<file path="config.mk">
export PLATFORM = sky130hd
export DESIGN_NAME = calendar_date_stepper_core
export DESIGN_NICKNAME = d
export VERILOG_FILES = /design/src/hw/rtl/cds_pkg.sv /design/src/hw/rtl/cds_ctrl.sv /design/src/hw/rtl/cds_dp.sv /design/src/hw/rtl/calendar_date_stepper_core.sv
export SDC_FILE = /design/constraint.sdc
export NUM_CORES = 1
export LEC_CHECK = 0
export BUFFER_PORTS_ARGS = -buffer_cell sky130_fd_sc_hd__buf_2
export CAP_MARGIN = 20
export CORE_MARGIN = 4
export CORE_UTILIZATION = 30
export CTS_BUF_LIST = sky130_fd_sc_hd__clkbuf_4 sky130_fd_sc_hd__clkbuf_8
export DETAILED_ROUTE_END_ITERATION = 7
export PLACE_DENSITY = 0.57
export SYNTH_ARGS = -nofsm -noshare
export SYNTH_HDL_FRONTEND = slang
export SYNTH_HIERARCHICAL = 1
export SYNTH_SLANG_ARGS = --single-unit
</file>
<file path="constraint.sdc">
create_clock -name i_clk -period 13.3 [get_ports i_clk]
set_clock_uncertainty 0.2 [all_clocks]
set_input_delay 0.665 -clock i_clk [delete_from_list [all_inputs] [get_ports i_clk]]
set_output_delay 0.665 -clock i_clk [all_outputs]
set_load 0.1 [all_outputs]
</file>
<file path="src/hw/rtl/cds_pkg.sv">
// Package for the calendar date stepper: request and result types, command
// and status structs, operation codes, state encoding and month length lookup.
// No dependencies.
`timescale 1ns / 1ps

package cds_pkg;

    typedef logic [1:0] t_op;

    localparam t_op OP_FWD  = 2'd0;
    localparam t_op OP_BWD  = 2'd1;
    localparam t_op OP_LOAD = 2'd2;
    localparam t_op OP_NOP  = 2'd3;

    localparam logic [13:0] C_YEAR_SPAN  = 14'd10000;
    localparam logic [13:0] C_CENT_YEARS = 14'd100;
    localparam logic [12:0] C_CENT_RECIP = 13'd5243;
    localparam logic [6:0]  C_LAST_YY    = 7'd99;
    localparam logic [6:0]  C_LAST_CENT  = 7'd99;
    localparam logic [6:0]  C_RESET_CENT = 7'd20;
    localparam logic [6:0]  C_RESET_YY   = 7'd0;
    localparam logic [3:0]  C_DEC_MONTH  = 4'd12;
    localparam logic [4:0]  C_LAST_DAY   = 5'd31;

    typedef struct packed {
        t_op         op;
        logic [15:0] day_count;
        logic [13:0] load_year;
        logic [3:0]  load_month;
        logic [4:0]  load_day;
    } t_in;

    typedef struct packed {
        logic [13:0] cur_year;
        logic [3:0]  cur_month;
        logic [4:0]  cur_day;
        logic        load_rejected;
    } t_out;

    typedef enum logic [2:0] {
        S_IDLE,
        S_DIV,
        S_CHECK,
        S_STEP,
        S_DONE
    } t_state;

    typedef struct packed {
        logic capture;
        logic div_step;
        logic load_check;
        logic day_step;
        logic out_write;
    } t_cmd;

    typedef struct packed {
        logic count_zero;
        logic div_last;
        logic out_free;
    } t_status;

    function automatic logic [4:0] f_month_len(input logic [3:0] month, input logic leap);
        logic [4:0] len;
        unique case (month) inside
            4'd1, 4'd3, 4'd5, 4'd7, 4'd8, 4'd10, 4'd12: len = 5'd31;
            4'd4, 4'd6, 4'd9, 4'd11:                    len = 5'd30;
            4'd2:                                       len = leap ? 5'd29 : 5'd28;
            default:                                    len = 5'd0;
        endcase
        return len;
    endfunction

    function automatic logic f_leap(input logic [6:0] cent, input logic [6:0] yy);
        logic leap;
        if (yy != 7'd0) begin
            leap = (yy[1:0] == 2'd0);
        end else begin
            leap = (cent[1:0] == 2'd0);
        end
        return leap;
    endfunction

endpackage

</file>
<file path="src/hw/rtl/cds_ctrl.sv">
// Controller state machine of the calendar date stepper.
// Depends on cds_pkg for the state, command and status types.
`timescale 1ns / 1ps

module cds_ctrl (
    input  logic           i_clk,
    input  logic           i_rst_n,
    input  logic           i_valid,
    input  cds_pkg::t_op   i_op,
    input  cds_pkg::t_status i_status,
    output logic           o_stall,
    output cds_pkg::t_cmd  o_cmd
);

    cds_pkg::t_state r_state;
    cds_pkg::t_state n_state;

    always_ff @(posedge i_clk) begin
        if (!i_rst_n) begin
            r_state <= cds_pkg::S_IDLE;
        end else begin
            r_state <= n_state;
        end
    end

    always_comb begin
        n_state = r_state;
        o_cmd   = '0;
        o_stall = 1'b1;
        unique case (r_state)
            cds_pkg::S_IDLE: begin
                o_stall = 1'b0;
                if (i_valid) begin
                    o_cmd.capture = 1'b1;
                    unique case (i_op)
                        cds_pkg::OP_FWD, cds_pkg::OP_BWD: n_state = cds_pkg::S_STEP;
                        cds_pkg::OP_LOAD:                 n_state = cds_pkg::S_DIV;
                        default:                          n_state = cds_pkg::S_DONE;
                    endcase
                end
            end
            cds_pkg::S_DIV: begin
                o_cmd.div_step = 1'b1;
                if (i_status.div_last) begin
                    n_state = cds_pkg::S_CHECK;
                end
            end
            cds_pkg::S_CHECK: begin
                o_cmd.load_check = 1'b1;
                n_state          = cds_pkg::S_DONE;
            end
            cds_pkg::S_STEP: begin
                if (i_status.count_zero) begin
                    n_state = cds_pkg::S_DONE;
                end else begin
                    o_cmd.day_step = 1'b1;
                end
            end
            cds_pkg::S_DONE: begin
                if (i_status.out_free) begin
                    o_cmd.out_write = 1'b1;
                    n_state         = cds_pkg::S_IDLE;
                end
            end
            default: begin
                n_state = cds_pkg::S_IDLE;
            end
        endcase
    end

endmodule

</file>
<file path="src/hw/rtl/cds_dp.sv">
// Datapath of the calendar date stepper: date registers held as century and
// year within century, the load year divider, the day stepper and the result register.
// Depends on cds_pkg for types, constants and the month length lookup.
`timescale 1ns / 1ps

module cds_dp (
    input  logic             i_clk,
    input  logic             i_rst_n,
    input  cds_pkg::t_in     i_in,
    input  cds_pkg::t_cmd    i_cmd,
    input  logic             i_stall,
    output cds_pkg::t_status o_status,
    output logic             o_valid,
    output cds_pkg::t_out    o_out
);

    logic [6:0]    r_cent;
    logic [6:0]    r_yy;
    logic [3:0]    r_month;
    logic [4:0]    r_day;
    cds_pkg::t_op  r_op;
    logic [15:0]   r_cnt;
    logic [3:0]    r_lm;
    logic [4:0]    r_ld;
    logic [13:0]   r_rem;
    logic [6:0]    r_quo;
    logic          r_div_hi;
    logic          r_rej;
    logic          r_out_valid;
    cds_pkg::t_out r_out;

    logic [6:0]  n_cent;
    logic [6:0]  n_yy;
    logic [3:0]  n_month;
    logic [4:0]  n_day;
    logic        cur_leap;
    logic        load_leap;
    logic        load_ok;
    logic [4:0]  load_len;
    logic [25:0] quo_prod;
    logic [13:0] cent_part;
    logic [13:0] out_year;
    logic [3:0]  prev_month;

    assign cur_leap   = cds_pkg::f_leap(r_cent, r_yy);
    assign load_leap  = cds_pkg::f_leap(r_quo, r_rem[6:0]);
    assign load_len   = cds_pkg::f_month_len(r_lm, load_leap);
    assign load_ok    = (r_lm >= 4'd1) && (r_lm <= cds_pkg::C_DEC_MONTH)
                     && (r_ld >= 5'd1) && (r_ld <= load_len);
    // The century is the year times the scaled reciprocal of 100, shifted right by 19.
    assign quo_prod   = 26'(r_rem) * 26'(cds_pkg::C_CENT_RECIP);
    assign cent_part  = 14'(r_quo) * cds_pkg::C_CENT_YEARS;
    assign prev_month = r_month - 4'd1;
    assign out_year   = 14'(r_cent) * cds_pkg::C_CENT_YEARS + 14'(r_yy);

    assign o_status.count_zero = (r_cnt == 16'd0);
    assign o_status.div_last   = !r_div_hi;
    assign o_status.out_free   = !r_out_valid || !i_stall;

    assign o_valid = r_out_valid;
    assign o_out   = r_out;

    always_comb begin
        n_cent  = r_cent;
        n_yy    = r_yy;
        n_month = r_month;
        n_day   = r_day;
        if (r_op == cds_pkg::OP_FWD) begin
            if (r_month == cds_pkg::C_DEC_MONTH && r_day == cds_pkg::C_LAST_DAY) begin
                n_month = 4'd1;
                n_day   = 5'd1;
                if (r_yy == cds_pkg::C_LAST_YY) begin
                    n_yy   = 7'd0;
                    n_cent = (r_cent == cds_pkg::C_LAST_CENT) ? 7'd0 : r_cent + 7'd1;
                end else begin
                    n_yy = r_yy + 7'd1;
                end
            end else if (r_day >= cds_pkg::f_month_len(r_month, cur_leap)) begin
                n_month = r_month + 4'd1;
                n_day   = 5'd1;
            end else begin
                n_day = r_day + 5'd1;
            end
        end else begin
            if (r_month == 4'd1 && r_day == 5'd1) begin
                n_month = cds_pkg::C_DEC_MONTH;
                n_day   = cds_pkg::C_LAST_DAY;
                if (r_yy == 7'd0) begin
                    n_yy   = cds_pkg::C_LAST_YY;
                    n_cent = (r_cent == 7'd0) ? cds_pkg::C_LAST_CENT : r_cent - 7'd1;
                end else begin
                    n_yy = r_yy - 7'd1;
                end
            end else if (r_day == 5'd1) begin
                n_month = prev_month;
                n_day   = cds_pkg::f_month_len(prev_month, cur_leap);
            end else begin
                n_day = r_day - 5'd1;
            end
        end
    end

    always_ff @(posedge i_clk) begin
        if (!i_rst_n) begin
            r_cent  <= cds_pkg::C_RESET_CENT;
            r_yy    <= cds_pkg::C_RESET_YY;
            r_month <= 4'd1;
            r_day   <= 5'd1;
        end else if (i_cmd.day_step) begin
            r_cent  <= n_cent;
            r_yy    <= n_yy;
            r_month <= n_month;
            r_day   <= n_day;
        end else if (i_cmd.load_check && load_ok) begin
            r_cent  <= r_quo;
            r_yy    <= r_rem[6:0];
            r_month <= r_lm;
            r_day   <= r_ld;
        end
    end

    always_ff @(posedge i_clk) begin
        if (i_cmd.capture) begin
            r_op     <= i_in.op;
            r_cnt    <= i_in.day_count;
            r_lm     <= i_in.load_month;
            r_ld     <= i_in.load_day;
            r_rem    <= (i_in.load_year >= cds_pkg::C_YEAR_SPAN)
                      ? i_in.load_year - cds_pkg::C_YEAR_SPAN : i_in.load_year;
            r_div_hi <= 1'b1;
            r_rej    <= 1'b0;
        end else begin
            if (i_cmd.day_step) begin
                r_cnt <= r_cnt - 16'd1;
            end
            if (i_cmd.div_step) begin
                if (r_div_hi) begin
                    r_quo <= quo_prod[25:19];
                end else begin
                    r_rem <= r_rem - cent_part;
                end
                r_div_hi <= 1'b0;
            end
            if (i_cmd.load_check) begin
                r_rej <= !load_ok;
            end
        end
    end

    always_ff @(posedge i_clk) begin
        if (!i_rst_n) begin
            r_out_valid <= 1'b0;
        end else if (i_cmd.out_write) begin
            r_out_valid <= 1'b1;
        end else if (!i_stall) begin
            r_out_valid <= 1'b0;
        end
    end

    always_ff @(posedge i_clk) begin
        if (i_cmd.out_write) begin
            r_out.cur_year      <= out_year;
            r_out.cur_month     <= r_month;
            r_out.cur_day       <= r_day;
            r_out.load_rejected <= r_rej;
        end
    end

endmodule

</file>
<file path="src/hw/rtl/calendar_date_stepper_core.sv">
// Top level of the calendar date stepper: joins the controller and the datapath.
// Depends on cds_pkg, cds_ctrl and cds_dp.
//
//   Channel  Direction  Handshake           Payload
//   request  in         i_valid / o_stall   i_in  (cds_pkg::t_in)
//   result   out        o_valid / i_stall   o_out (cds_pkg::t_out)
//
// A step request moves the date by one day per cycle, day_count times, and then
// goes to done before the next request can be taken. A load splits the year
// into century and year, checks the date and goes to done. An unused operation
// goes straight to done. Reset is synchronous and sets 2000-01-01.
// The result register holds while i_stall is high; a new request is taken while
// it waits, and the next result is held back until it has been taken.
`timescale 1ns / 1ps

module calendar_date_stepper_core (
    input  logic          i_clk,
    input  logic          i_rst_n,
    input  logic          i_valid,
    output logic          o_stall,
    input  cds_pkg::t_in  i_in,
    output logic          o_valid,
    input  logic          i_stall,
    output cds_pkg::t_out o_out
);

    cds_pkg::t_cmd    cmd;
    cds_pkg::t_status status;

    cds_ctrl u_ctrl (
        .i_clk    (i_clk),
        .i_rst_n  (i_rst_n),
        .i_valid  (i_valid),
        .i_op     (i_in.op),
        .i_status (status),
        .o_stall  (o_stall),
        .o_cmd    (cmd)
    );

    cds_dp u_dp (
        .i_clk    (i_clk),
        .i_rst_n  (i_rst_n),
        .i_in     (i_in),
        .i_cmd    (cmd),
        .i_stall  (i_stall),
        .o_status (status),
        .o_valid  (o_valid),
        .o_out    (o_out)
    );

endmodule
</file>
==> impl_metrics.json <==
{
  "holdBufCountCts": 0,
  "ys_warn_count": 6,
  "cts_setup_buffers": 0,
  "relSlewSlack_pct": 37.9,
  "synthArstFlopShare_pct": 0,
  "grt_max_degree": 38,
  "syn_area_per_cell_um2": 9.64,
  "finalHoldViolCount": 0,
  "synth-edff-count": 72,
  "remaining_drc_errors": 0,
  "fmax_mhz": 187,
  "die_area_um2": 41000,
  "drtAntennaViolNets": 0,
  "slew_violations": 0,
  "ys_seq_elements": 101,
  "crit_buf_inv": 4,
  "htree_levels": 3,
  "cts_tree": "built",
  "via_count": 8696,
  "ios": 71,
  "netlist_area_um2": 11400,
  "worst_path_largest_cell_delay_ps": 540,
  "critPathArrivalTime_ps": 5300,
  "tns_ps": 0,
  "synth.distinct_cells": 93,
  "grt_pass1_wl_mm": 45.4,
  "fin_crit_ps": 5350,
  "die_w_um": 203,
  "fin_nets": 1542,
  "cts_sinks": 101,
  "crit_path_max_fanout": 6,
  "hpwl_mm": 22.5,
  "worstMarginPinSlew_ps": 931,
  "crit_path_end_kind": "flip-flop",
  "multi_input_area_um2": 7880,
  "initial_core_util_pct": 30.7,
  "utilization_pct": 33.6,
  "cap_viol_max_count": 0,
  "numCtsBuffers": 9,
  "cts.clk_slew.worst_paths_ps": 120,
  "worstSetupPathType": "flip-flop to flip-flop",
  "grt.total_usage_pct": 13.4,
  "synthesis.instances": 1178,
  "avgViaCountPerCell": 4.99,
  "synth_top_cell_area_share_pct": 21.7,
  "wire_per_inst_um": 15.9,
  "fin_cells": 1742,
  "drtIter0Drc": 534,
  "num_rows": 70,
  "fin_crit_sh_pct": 40.2,
  "drive_gt1_share_pct": 9.78,
  "coreArea_um2": 37000,
  "path_cells": "inv_1, fa_1, inv_1, ha_1, fa_1, fa_1, inv_1, fa_1, inv_1, ha_1, a211oi_1, o21ai_0, a31o_2, o21a_1, or4b_1, o211a_1",
  "dp.cells": 1725,
  "setup_viol": 0,
  "critical_path.top_delay_family": "adder cells",
  "design_area_um2": 12400,
  "cts_max_path_buffers": 2,
  "drt-pass1-iter-count": 5,
  "synthToLayoutAreaGrowth_pct": 9.40,
  "cts-root-buf": "clkbuf_8",
  "grt_antenna_before_repair": 2,
  "crit_slowest_cell": "edfxtp_1",
  "ys_seq_area_share_pct": 24.2,
  "hp-class": "primary input to flip-flop",
  "grt-ovfl-total": 0,
  "grt_pass1_vias": 8787,
  "io_buffers": 70,
  "synth_ff_type": "edfxtp_1",
  "synth_area_leaders": "ha_1 22%, edfxtp_1 19%, fa_1 12%",
  "status": "completed",
  "layout_common_cells": "197 x ha_1, 153 x inv_1, 73 x nand2_1",
  "post_cts_resized": 0,
  "gp_congestion": 0.851,
  "wl_mm": 27.7,
  "rsz0062_at_grt": "false",
  "placed_area_um2": 12200,
  "layout_commonest_cell": "ha_1",
  "worstPathRequired_ps": 13250,
  "register_area_um2": 2740,
  "die_h_um": 203,
  "critPathLaunchType": "flip-flop",
  "fillers": 3868,
  "synth.net_count": 1488,
  "clk_latency_ps": 390,
  "yosys.area.top_type": "ha_1"
}
[final cells by class]
type / instances / share of cell area (%)
multi-input combinational: 891 / 63.5
sequential: 101 / 22.1
tap: 504 / 5.08
inverter: 154 / 4.65
timing repair buffer: 75 / 3.12
clock buffer: 9 / 0.997
clock inverter: 7 / 0.584
antenna: 1 / 0.0201
[worst paths after layout]
| kind | to | slack [ps] | depth (start not counted) | startpoint |
|---|---|---|---|---|
| setup / recovery | u_dp/r_quo[5] | 7950 | 16 | u_dp/r_rem[6] |
| hold / removal | u_dp/r_lm[1] | 240 | 1 | i_in[6] |
| setup reg to reg | u_dp/r_quo[5] | 7950 | 16 | u_dp/r_rem[6] |
| hold reg to reg | u_dp/o_out[0] | 260 | 0 | u_dp/r_rej |
[Yosys cell counts, drive strengths merged (3+ instances only)]
cell type,count
a31oi,16
nor2b,8
a311oi,3
o311ai,4
or4,5
and2,5
nand2b,13
nor3b,4
dfxtp,29
o221a,3
o22ai,5
nand4,8
nor4,10
a211oi,17
mux2i,14
o32ai,4
edfxtp,72
or3,9
buf,15
fa,68
inv,153
and3,13
a211o,3
clkbuf,17
a21oi,50
o31ai,9
xnor2,44
o21bai,6
and3b,3
ha,197
a2111oi,5
o211a,6
nand3,29
or2,5
o21ai,57
a21o,12
nand4b,4
nor2,63
o211ai,14
nand2,73
nor3,26
o21a,12
o31a,7
xor2,18
[routing by layer]
metal / GRT usage (%) / routed length [um] / vias up
met1: 17.9 / 13000 / 4192
met2: 22.8 / 13400 / 149
met5: 0 / 0 / -
li1: - / - / 4330
met4: 3.23 / 392 / 0
met3: 2.32 / 921 / 25
[worst reg2reg max path: stages, from the launching register on]
cell	delay (ps)
edfxtp_1	540
inv_1	220
fa_1	540
inv_1	40
ha_1	210
fa_1	490
fa_1	490
inv_1	50
fa_1	530
inv_1	40
ha_1	320
a211oi_1	200
o21ai_0	150
a31o_2	280
o21a_1	200
or4b_1	460
o211a_1	140
[sequential cells by signal, indices dropped and copies added (netlist names), 3 cells and up]
| signal | flops |
|---|---|
| u_dp/r_ld | 5 |
| u_dp/r_yy | 7 |
| u_dp/r_cnt | 16 |
| u_ctrl/r_state | 3 |
| u_dp/r_month | 4 |
| u_dp/r_rem | 14 |
| u_dp/o_out | 24 |
| u_dp/r_lm | 4 |
| u_dp/r_quo | 7 |
| u_dp/r_cent | 7 |
| u_dp/r_day | 5 |
[logic make-up (layout without fill, tap and decap cells)]
family / after synthesis / after routing / synth area share [%]
AND/OR/NAND/NOR: 288 / 288 / 13.3
adder cells (fa/ha/maj): 265 / 265 / 33.7
AO/OA/AOI/OAI: 259 / 259 / 15.8
buffers and inverters: 186 / 245 / 6.52
flip-flops: 101 / 101 / 24.2
XOR/XNOR: 63 / 63 / 4.98
multiplexers: 16 / 16 / 1.47
other: 0 / 1 / 0
[per-stage QoR]
stage	hold slack (ps)	setup WS (ps)
6_report	244	7950
5_1_grt	227	7640
4_1_cts	230	7930
3_5_place_dp	218	7940
3_3_place_gp	235	8020
2_1_floorplan	209	8250
Power is not shown: default switching activity piles up to over one toggle a cycle in this logic, so the estimate is an artifact.
